## config.mk

```make
export PLATFORM = sky130hd
export DESIGN_NAME = trimmed_mean_time_consensus
export DESIGN_NICKNAME = d
export VERILOG_FILES = /design/src/tmc_pkg.sv /design/src/tmc_cell.sv /design/src/tmc_div.sv /design/src/trimmed_mean_time_consensus.sv
export SDC_FILE = /design/constraint.sdc
export NUM_CORES = 2
export LEC_CHECK = 0
export BUFFER_PORTS_ARGS = -buffer_cell sky130_fd_sc_hd__buf_4
export CAP_MARGIN = 0
export CORE_MARGIN = 4
export CORE_UTILIZATION = 59
export CTS_CLUSTER_SIZE = 20
export DETAILED_ROUTE_END_ITERATION = 16
export PLACE_DENSITY_LB_ADDON = 0.08
export SYNTH_ARGS = -nofsm -noshare
export SYNTH_HDL_FRONTEND = slang
export SYNTH_SLANG_ARGS = --single-unit
export TNS_END_PERCENT = 50
```

## constraint.sdc

```tcl
create_clock -name i_clk -period 8.8 [get_ports i_clk]
set_clock_uncertainty 0.15 [all_clocks]
set_input_delay 0.44 -clock i_clk [delete_from_list [all_inputs] [get_ports i_clk]]
set_output_delay 0.44 -clock i_clk [all_outputs]
set_load 0.01 [all_outputs]
```

## src/tmc_pkg.sv

```systemverilog
// Shared types and constants for the trimmed-mean clock consensus block.
`timescale 1ns / 1ps
`default_nettype none
package tmc_pkg;
    localparam int DEF_MAX_VALUES = 32;
    localparam int VAL_W          = 32;
    localparam int TRIM_W         = 4;
    localparam int USED_W         = 6;
    localparam logic [TRIM_W-1:0] TRIM_RESET = 4'd1;
    localparam logic signed [VAL_W:0] ONE_TICK = 33'sd65536;
    localparam logic signed [VAL_W:0] Q_MAX    = 33'sd2147483647;

    // Control broadcast to every cell of the sorting chain.
    typedef struct packed {
        logic ins;    // insert the broadcast value in order
        logic shift;  // move every entry one cell toward the head
        logic clr;    // drop all entries
    } t_cell_ctl;
endpackage
`default_nettype wire

```

## src/tmc_cell.sv

```systemverilog
// One cell of the sorted insertion chain: holds one value and its valid bit.
`timescale 1ns / 1ps
`default_nettype none
module tmc_cell (
    input  wire                                  i_clk,
    input  wire                                  i_rst_n,
    input  wire tmc_pkg::t_cell_ctl              i_ctl,
    input  wire logic signed [tmc_pkg::VAL_W-1:0] i_x,
    input  wire                                  i_prev_g,
    input  wire logic signed [tmc_pkg::VAL_W-1:0] i_prev_v,
    input  wire                                  i_prev_valid,
    input  wire logic signed [tmc_pkg::VAL_W-1:0] i_next_v,
    input  wire                                  i_next_valid,
    output logic signed [tmc_pkg::VAL_W-1:0]     o_v,
    output logic                                 o_valid,
    output logic                                 o_g
);
    import tmc_pkg::*;

    logic signed [VAL_W-1:0] r_v, n_v;
    logic r_valid, n_valid;

    // An empty cell counts as larger than any value.
    assign o_g = !r_valid || (r_v > i_x);

    // Insert, shift toward the head, or clear.
    always_comb begin
        n_v = r_v;
        n_valid = r_valid;
        if (i_ctl.clr) begin
            n_valid = 1'b0;
        end else if (i_ctl.shift) begin
            n_v = i_next_v;
            n_valid = i_next_valid;
        end else if (i_ctl.ins && o_g) begin
            if (i_prev_g) begin
                n_v = i_prev_v;
                n_valid = i_prev_valid;
            end else begin
                n_v = i_x;
                n_valid = 1'b1;
            end
        end
    end

    always_ff @(posedge i_clk) begin
        if (!i_rst_n) begin
            r_valid <= 1'b0;
        end else begin
            r_valid <= n_valid;
        end
        r_v <= n_v;
    end

    assign o_v = r_v;
    assign o_valid = r_valid;
endmodule
`default_nettype wire

```

## src/tmc_div.sv

```systemverilog
// Restoring divider, one quotient bit per cycle, unsigned operands.
`timescale 1ns / 1ps
`default_nettype none
module tmc_div #(
    parameter int NUM_W = 38,
    parameter int DEN_W = 6
) (
    input  wire               i_clk,
    input  wire               i_rst_n,
    input  wire               i_start,
    input  wire [NUM_W-1:0]   i_num,
    input  wire [DEN_W-1:0]   i_den,
    output logic              o_done,
    output logic [NUM_W-1:0]  o_quo
);
    localparam int CNT_W = $clog2(NUM_W + 1);

    logic [NUM_W-1:0] r_quo;
    logic [DEN_W-1:0] r_rem, r_den;
    logic [CNT_W-1:0] r_cnt;
    logic r_run, r_done;
    logic [DEN_W:0] w_t;
    logic w_ge;

    // Bring down the next dividend bit and try a subtraction.
    assign w_t = {r_rem, r_quo[NUM_W-1]};
    assign w_ge = w_t >= {1'b0, r_den};

    always_ff @(posedge i_clk) begin
        if (!i_rst_n) begin
            r_run <= 1'b0;
            r_done <= 1'b0;
            r_cnt <= '0;
        end else begin
            r_done <= 1'b0;
            if (i_start) begin
                r_run <= 1'b1;
                r_cnt <= '0;
            end else if (r_run) begin
                r_cnt <= r_cnt + 1'b1;
                if (r_cnt == CNT_W'(NUM_W - 1)) begin
                    r_run <= 1'b0;
                    r_done <= 1'b1;
                end
            end
        end
        if (i_start) begin
            r_quo <= i_num;
            r_rem <= '0;
            r_den <= i_den;
        end else if (r_run) begin
            r_quo <= {r_quo[NUM_W-2:0], w_ge};
            r_rem <= w_ge ? DEN_W'(w_t - {1'b0, r_den}) : w_t[DEN_W-1:0];
        end
    end

    assign o_done = r_done;
    assign o_quo = r_quo;
endmodule
`default_nettype wire

```

## src/trimmed_mean_time_consensus.sv

```systemverilog
// Top level: trimmed-mean clock consensus round over a sorted insertion chain.
//
//  Channel   Ports                                        Handshake
//  input     i_clock_value, i_from_neighbor, i_round_last start high, busy low
//  result    o_new_clock, o_was_updated, o_values_used,   o_result_valid, one cycle
//            o_store_overflow
//  config    i_cfg_data (trim_count)                      i_cfg_we
//
// A value beat is inserted in order into the cell chain; past the store size it is dropped.
// A last beat with too few values gives its result on the next cycle.
// Otherwise the chain drains through the adder into the divider; busy stays
// high from the accepted last beat until the divider's result is given.
// Reset is synchronous; the chain's valid bits clear, the stored values do not.
// The receiver cannot stall; each result is on the ports for one cycle.
`timescale 1ns / 1ps
`default_nettype none
module trimmed_mean_time_consensus #(
    parameter int MAX_VALUES = tmc_pkg::DEF_MAX_VALUES
) (
    input  wire                                   i_clk,
    input  wire                                   i_rst_n,
    input  wire                                   start,
    output logic                                  busy,
    input  wire logic signed [tmc_pkg::VAL_W-1:0] i_clock_value,
    input  wire                                   i_from_neighbor,
    input  wire                                   i_round_last,
    input  wire                                   i_cfg_we,
    input  wire [tmc_pkg::TRIM_W-1:0]             i_cfg_data,
    output logic                                  o_result_valid,
    output logic signed [tmc_pkg::VAL_W-1:0]      o_new_clock,
    output logic                                  o_was_updated,
    output logic [tmc_pkg::USED_W-1:0]            o_values_used,
    output logic                                  o_store_overflow
);
    import tmc_pkg::*;

    localparam int CW    = $clog2(MAX_VALUES + 1);
    localparam int WW    = CW + 5;
    localparam int SUM_W = VAL_W + CW;

    typedef enum logic [2:0] {
        S_IDLE  = 3'b001,
        S_DRAIN = 3'b010,
        S_DIV   = 3'b100
    } t_state;

    t_state r_state;
    logic [TRIM_W-1:0] r_trim;
    logic [CW-1:0] r_count, r_k;
    logic r_ovf;
    logic signed [VAL_W-1:0] r_own;
    logic signed [SUM_W-1:0] r_sum, n_sum;
    logic r_neg;

    // Chain wiring.
    t_cell_ctl w_ctl;
    logic signed [VAL_W-1:0] w_v [MAX_VALUES];
    logic w_valid [MAX_VALUES];
    logic w_g [MAX_VALUES];

    // Accepted beat and its ticked value.
    logic w_acc;
    logic signed [VAL_W:0] w_tick;
    logic signed [VAL_W-1:0] w_x;
    logic w_fits;
    logic [CW-1:0] w_cnt_after;
    logic w_ovf_after;
    logic signed [VAL_W-1:0] w_own_after;
    logic [WW-1:0] w_trim2, w_hi;
    logic w_enough;

    // Divider hookup.
    logic w_div_start, w_div_done;
    logic [SUM_W-1:0] w_div_num, w_div_quo;
    logic signed [VAL_W-1:0] w_mean;

    assign busy  = (r_state != S_IDLE);
    assign w_acc = start && !busy;

    // One tick onto a neighbor reading, saturating at the top.
    assign w_tick = {i_clock_value[VAL_W-1], i_clock_value} + ONE_TICK;
    assign w_x = !i_from_neighbor ? i_clock_value :
                 (w_tick > Q_MAX) ? Q_MAX[VAL_W-1:0] : w_tick[VAL_W-1:0];

    assign w_fits      = r_count < CW'(MAX_VALUES);
    assign w_cnt_after = w_fits ? r_count + 1'b1 : r_count;
    assign w_ovf_after = r_ovf || !w_fits;
    assign w_own_after = i_from_neighbor ? r_own : i_clock_value;
    assign w_trim2     = WW'({r_trim, 1'b0});
    assign w_enough    = WW'(w_cnt_after) > w_trim2;
    assign w_hi        = WW'(r_count) - WW'(r_trim);

    assign w_ctl.ins   = w_acc && w_fits;
    assign w_ctl.shift = (r_state == S_DRAIN);
    assign w_ctl.clr   = w_acc && i_round_last && !w_enough;

    // Sorted chain of cells, head at index 0.
    for (genvar i = 0; i < MAX_VALUES; i++) begin : g_cell
        tmc_cell u_cell (
            .i_clk        (i_clk),
            .i_rst_n      (i_rst_n),
            .i_ctl        (w_ctl),
            .i_x          (w_x),
            .i_prev_g     ((i == 0) ? 1'b0 : w_g[(i == 0) ? 0 : i-1]),
            .i_prev_v     (w_v[(i == 0) ? 0 : i-1]),
            .i_prev_valid (w_valid[(i == 0) ? 0 : i-1]),
            .i_next_v     (w_v[(i == MAX_VALUES-1) ? i : i+1]),
            .i_next_valid ((i == MAX_VALUES-1) ? 1'b0 :
                           w_valid[(i == MAX_VALUES-1) ? i : i+1]),
            .o_v          (w_v[i]),
            .o_valid      (w_valid[i]),
            .o_g          (w_g[i])
        );
    end

    // Running sum of the kept values as they leave the head.
    always_comb begin
        n_sum = r_sum;
        if (WW'(r_k) >= WW'(r_trim) && WW'(r_k) < w_hi) begin
            n_sum = r_sum + SUM_W'(w_v[0]);
        end
    end

    assign w_div_start = (r_state == S_DRAIN) && (r_k == r_count - 1'b1);
    assign w_div_num   = n_sum[SUM_W-1] ? SUM_W'(-n_sum) : n_sum;

    tmc_div #(
        .NUM_W (SUM_W),
        .DEN_W (CW)
    ) u_div (
        .i_clk   (i_clk),
        .i_rst_n (i_rst_n),
        .i_start (w_div_start),
        .i_num   (w_div_num),
        .i_den   (CW'(WW'(r_count) - w_trim2)),
        .o_done  (w_div_done),
        .o_quo   (w_div_quo)
    );

    assign w_mean = r_neg ? VAL_W'(-w_div_quo) : w_div_quo[VAL_W-1:0];

    // Round control.
    always_ff @(posedge i_clk) begin
        if (!i_rst_n) begin
            r_state <= S_IDLE;
            r_trim <= TRIM_RESET;
            r_count <= '0;
            r_ovf <= 1'b0;
            r_own <= '0;
            o_result_valid <= 1'b0;
        end else begin
            o_result_valid <= 1'b0;
            if (i_cfg_we) begin
                r_trim <= i_cfg_data;
            end
            case (r_state)
                S_IDLE: begin
                    if (w_acc) begin
                        r_own <= w_own_after;
                        r_count <= w_cnt_after;
                        r_ovf <= w_ovf_after;
                        if (i_round_last) begin
                            if (w_enough) begin
                                r_state <= S_DRAIN;
                            end else begin
                                o_result_valid <= 1'b1;
                                r_count <= '0;
                                r_ovf <= 1'b0;
                            end
                        end
                    end
                end
                S_DRAIN: begin
                    if (w_div_start) begin
                        r_state <= S_DIV;
                    end
                end
                S_DIV: begin
                    if (w_div_done) begin
                        r_state <= S_IDLE;
                        r_own <= w_mean;
                        r_count <= '0;
                        r_ovf <= 1'b0;
                        o_result_valid <= 1'b1;
                    end
                end
                default: begin
                    r_state <= S_IDLE;
                end
            endcase
        end
    end

    // Datapath registers.
    always_ff @(posedge i_clk) begin
        if (w_acc) begin
            r_k <= '0;
            r_sum <= '0;
        end else if (r_state == S_DRAIN) begin
            r_k <= r_k + 1'b1;
            r_sum <= n_sum;
        end
        if (w_div_start) begin
            r_neg <= n_sum[SUM_W-1];
        end
        if (w_acc && i_round_last && !w_enough) begin
            o_new_clock <= w_own_after;
            o_was_updated <= 1'b0;
            o_values_used <= USED_W'(w_cnt_after);
            o_store_overflow <= w_ovf_after;
        end else if (r_state == S_DIV && w_div_done) begin
            o_new_clock <= w_mean;
            o_was_updated <= 1'b1;
            o_values_used <= USED_W'(r_count);
            o_store_overflow <= r_ovf;
        end
    end

`ifndef SYNTHESIS
    a_count_range: assert property (@(posedge i_clk) disable iff (!i_rst_n)
        r_count <= CW'(MAX_VALUES))
        else $error("stored count beyond store size");
    a_drain_index: assert property (@(posedge i_clk) disable iff (!i_rst_n)
        (r_state == S_DRAIN) |-> (r_k < r_count))
        else $error("drain index past stored values");
    a_drain_to_div: assert property (@(posedge i_clk) disable iff (!i_rst_n)
        w_div_start |=> (r_state == S_DIV))
        else $error("divider started outside drain end");
    a_update_result: assert property (@(posedge i_clk) disable iff (!i_rst_n)
        (r_state == S_DIV && w_div_done) |=> (o_result_valid && o_was_updated && !busy))
        else $error("divider finish did not give a result");
`endif
endmodule
`default_nettype wire

```

==> run_results.csv <==
group,metric,value,unit
run_status,status,"completed",
timing,setup_violations,0,
setup_path,reg2reg_slack,2.63,ns
floorplanning,die_area,163000,um2
setup_path,end_kind,"flop",
clock_tree,clkSinkCount,1246,
logic_synthesis,avgSynthCellArea,9.76,um2
routing,drt-total-wl,317000,um
setup_path,crit_arrival,7.91,ns
floorplanning,die_x,404,um
clock_tree,clockRootBuffer,"clkbuf_16",
logic_synthesis,synth_cells,9462,
grt,grt_antenna_before_repair,5,
pwr,powerDensity,189,nW/um2
logic_synthesis,synthXorXnorAreaFrac,1.58,%
logic_synthesis,synth_top_family_by_area,"compound AO/OA/AOI/OAI gates",
logic_synthesis,synthMuxAreaShare,7.44,%
placement,numPortBuffers,83,
logic_synthesis,synth_compound_gate_area_share,20.7,%
logic_synthesis,postSynthRegisterBits,1246,
routing,dr_total_vias,79300,
finish,layout_commonest_cell,"edfxtp_1",
timing,rsz0062_at_grt,"no",
min_path,min_path_cells,4,
setup_path,path_max_fanout,34,
logic_synthesis,yosys-top-cells-area,"edfxtp_1 36%, ha_1 14%, mux2i_1 7.3%",
finish,final_cells,11500,
logic_synthesis,syn_area,92400,um2
timing,period_needed,7.62,ns
grt,first_global_vias,76200,
min_path,min-delay-start,"i_clock_value[16]",
finish,drive_gt1_share,8.53,%
logic_synthesis,synthAdderAreaFrac,14.6,%
run,maxCapViolations,0,
logic_synthesis,synth_top_area_share,36.0,%
routing,drt_iter0_markers,10900,
finish,multi_input_comb_area,52900,um2
timing,clock.fmax,131,MHz
routing,avgViaCountPerCell,6.91,
setup_path,r2r_cells,20,
floorplanning,io_pins,84,
setup_path,timing_worst_setup_path_type,"in -> reg",
floorplanning,die_y,404,um
logic_synthesis,synth-async-reset-ratio,0,%
pwr,vdd_ir_drop_max,0.196,mV
setup_path,cp.required,9.09,ns
finish,syn2layout_area_growth,8.39,%
setup_path,crit_end,"g_cell[19].u_cell.o_v[19]",
placement,detailed_place_hpwl,224000,um
routing,antenna_left,0,
setup_path,startpoint,"i_clock_value[17]",
clock_tree,h-tree-depth,4,
clock_tree,cts_buffers,147,
logic_synthesis,synth_ff_type,"edfxtp_1",
timing,hold_violations,0,
grt,overflow,0,
timing,slew_violations,0,
logic_synthesis,synthesis.nets,10600,
clock_tree,post-cts-setup-buffers,0,
timing,fin_crit_sh,86.6,%
finish,nNetsFinal,10400,
finish,regArea,36000,um2
logic_synthesis,ys_types,114,
finish,utilization,64.7,%
clock_tree,clkTransAtPathRegs,0.06,ns
clock_tree,clockBufferDepth,3,
routing,drtPass1Iterations,10,
timing,tns,0,ns
timing,slew_headroom,17.6,%
logic_synthesis,ys_warn_count,0,
grt,grt.total_usage,37.8,%
logic_synthesis,synth.largest_area_cell,"edfxtp_1",
timing,hold_ws,0.0446,ns
logic_synthesis,ys_seq_area_share,39.0,%
timing,worstMarginPinSlew,1.23,ns
logic_synthesis,synthSimpleGateAreaFrac,12.4,%
setup_path,crit-reg2reg-capture,"u_div.o_quo[32]",
grt,grt_pass1_wl,476000,um
placement,place_congestion,0.947,
grt,grt_max_degree,236,
floorplanning,rows,144,
setup_path,worstReg2RegStart,"r_count[0]",
setup_path,start_kind,"input pin",
floorplanning,start_util,59.7,%
routing,wire_per_inst,27.6,um
clock_tree,clkLatencyLatePin,0.79,ns
pwr,power.leakage,42.2,nW
placement,placedCellCount,11200,
finish,n_fill_cell,12500,
min_path,hold_path.class,"in -> reg",
floorplanning,core,155000,um2
finish,final_cell_mix,"1,108 x edfxtp_1, 1,064 x ha_1, 920 x nand2_1",
clock_tree,cts_tree,"done",
routing,drcViolationCount,0,
logic_synthesis,synth_edf_count,1108,
-- repair_timing --
action,4_1_cts,5_1_grt
resized for setup,0,0
hold buffers,36,0
endpoints found under the hold margin,50,0
-- cell families after synthesis --
| family | Yosys count |
|---|---|
| AO/OA/AOI/OAI | 2917 |
| AND/OR/NAND/NOR | 2485 |
| flip-flops | 1246 |
| adder cells (fa/ha/maj) | 1077 |
| buffers and inverters | 886 |
| multiplexers | 684 |
| XOR/XNOR | 167 |
-- critical path, cell delays in order --
cell           delay (ns)
dlygate4sd3_1        0.57
buf_4                0.16
ha_1                 0.45
a21oi_1              0.13
or4b_1               0.53
a32o_1               0.21
mux2i_1              0.17
o41ai_2              0.11
buf_4                0.19
inv_2                0.09
nand2_1              0.07
o32a_2               0.33
buf_4                0.36
inv_2                0.50
buf_4                0.58
ha_1                 0.26
nand4_1              0.09
nor4_1               0.63
nand4_1              0.22
o21bai_1             0.21
o221ai_1             0.24
a211oi_2             0.12
a21oi_2              0.32
nor4_4               0.08
buf_4                0.24
nor2_2               0.12
buf_4                0.39
-- through the flow --
step	total power [W]	setup slack, ns	area, um2
after floorplan	0.0112	0.378	92400
after CTS	0.0188	1.39	100000
final	0.0189	1.18	100000
after global routing	0.0197	1.01	100000
after detailed placement	0.0128	1.14	95100
after global placement	0.0126	1.14	95100
-- where the power goes --
part	leakage (nW)	switching, W	internal [W]
Clock	2.28	0.00262	0.00345
Combinational	28.3	0.00272	0.00184
Sequential	11.6	0.000836	0.00747
-- cell usage after synthesis (138+ instances only) --
cell	number
inv_1	200
nand3_1	196
nor2_1	621
a221o_1	141
a21oi_1	683
buf_2	140
mux2i_1	671
a21o_1	425
nand4_1	209
clkbuf_1	418
nor3_1	175
edfxtp_1	1108
dfxtp_1	138
nand2_1	923
ha_1	1064
o21ai_0	746
-- cell type report --
type / instances / area share, %
multi-input combinational: 7330 / 52.8
sequential: 1246 / 36.0
clock buffer: 211 / 4.20
timing repair buffer: 370 / 3.19
tap: 2044 / 2.55
inverter: 213 / 0.799
clock inverter: 60 / 0.467
antenna: 4 / 0.0100
-- sequential cells by signal, indices dropped and copies added (netlist names), 3 cells and up --
| register | cells |
|---|---|
| g_cell.u_cell.o_v | 1024 |
| r_sum | 38 |
| u_div.o_quo | 38 |
| g_cell.u_cell.o_valid | 32 |
| o_new_clock | 32 |
| r_own | 32 |
| o_values_used | 6 |
| r_count | 6 |
| r_k | 6 |
| u_div.r_cnt | 6 |
| u_div.r_den | 6 |
| u_div.r_rem | 6 |
| r_trim | 4 |
| r_state | 3 |
-- worst min-delay path by stage --
stage	slack, ns	end
after global routing	0.05	o_new_clock[25]
after floorplan	0.28	u_div.r_rem[5]
final	0.04	r_own[16]
after detailed placement	0.29	o_store_overflow
after global placement	0.27	o_store_overflow
after CTS	0.003	o_new_clock[25]
-- layer usage --
layer,GRT usage (%),vias up,share of wire [%]
li1,-,35800,-
met1,52.0,37800,40
met2,56.0,4705,42
met3,7.58,895,11
met4,21.1,0,6.4
met5,0,-,0
Power figures use the tool's default switching activity.
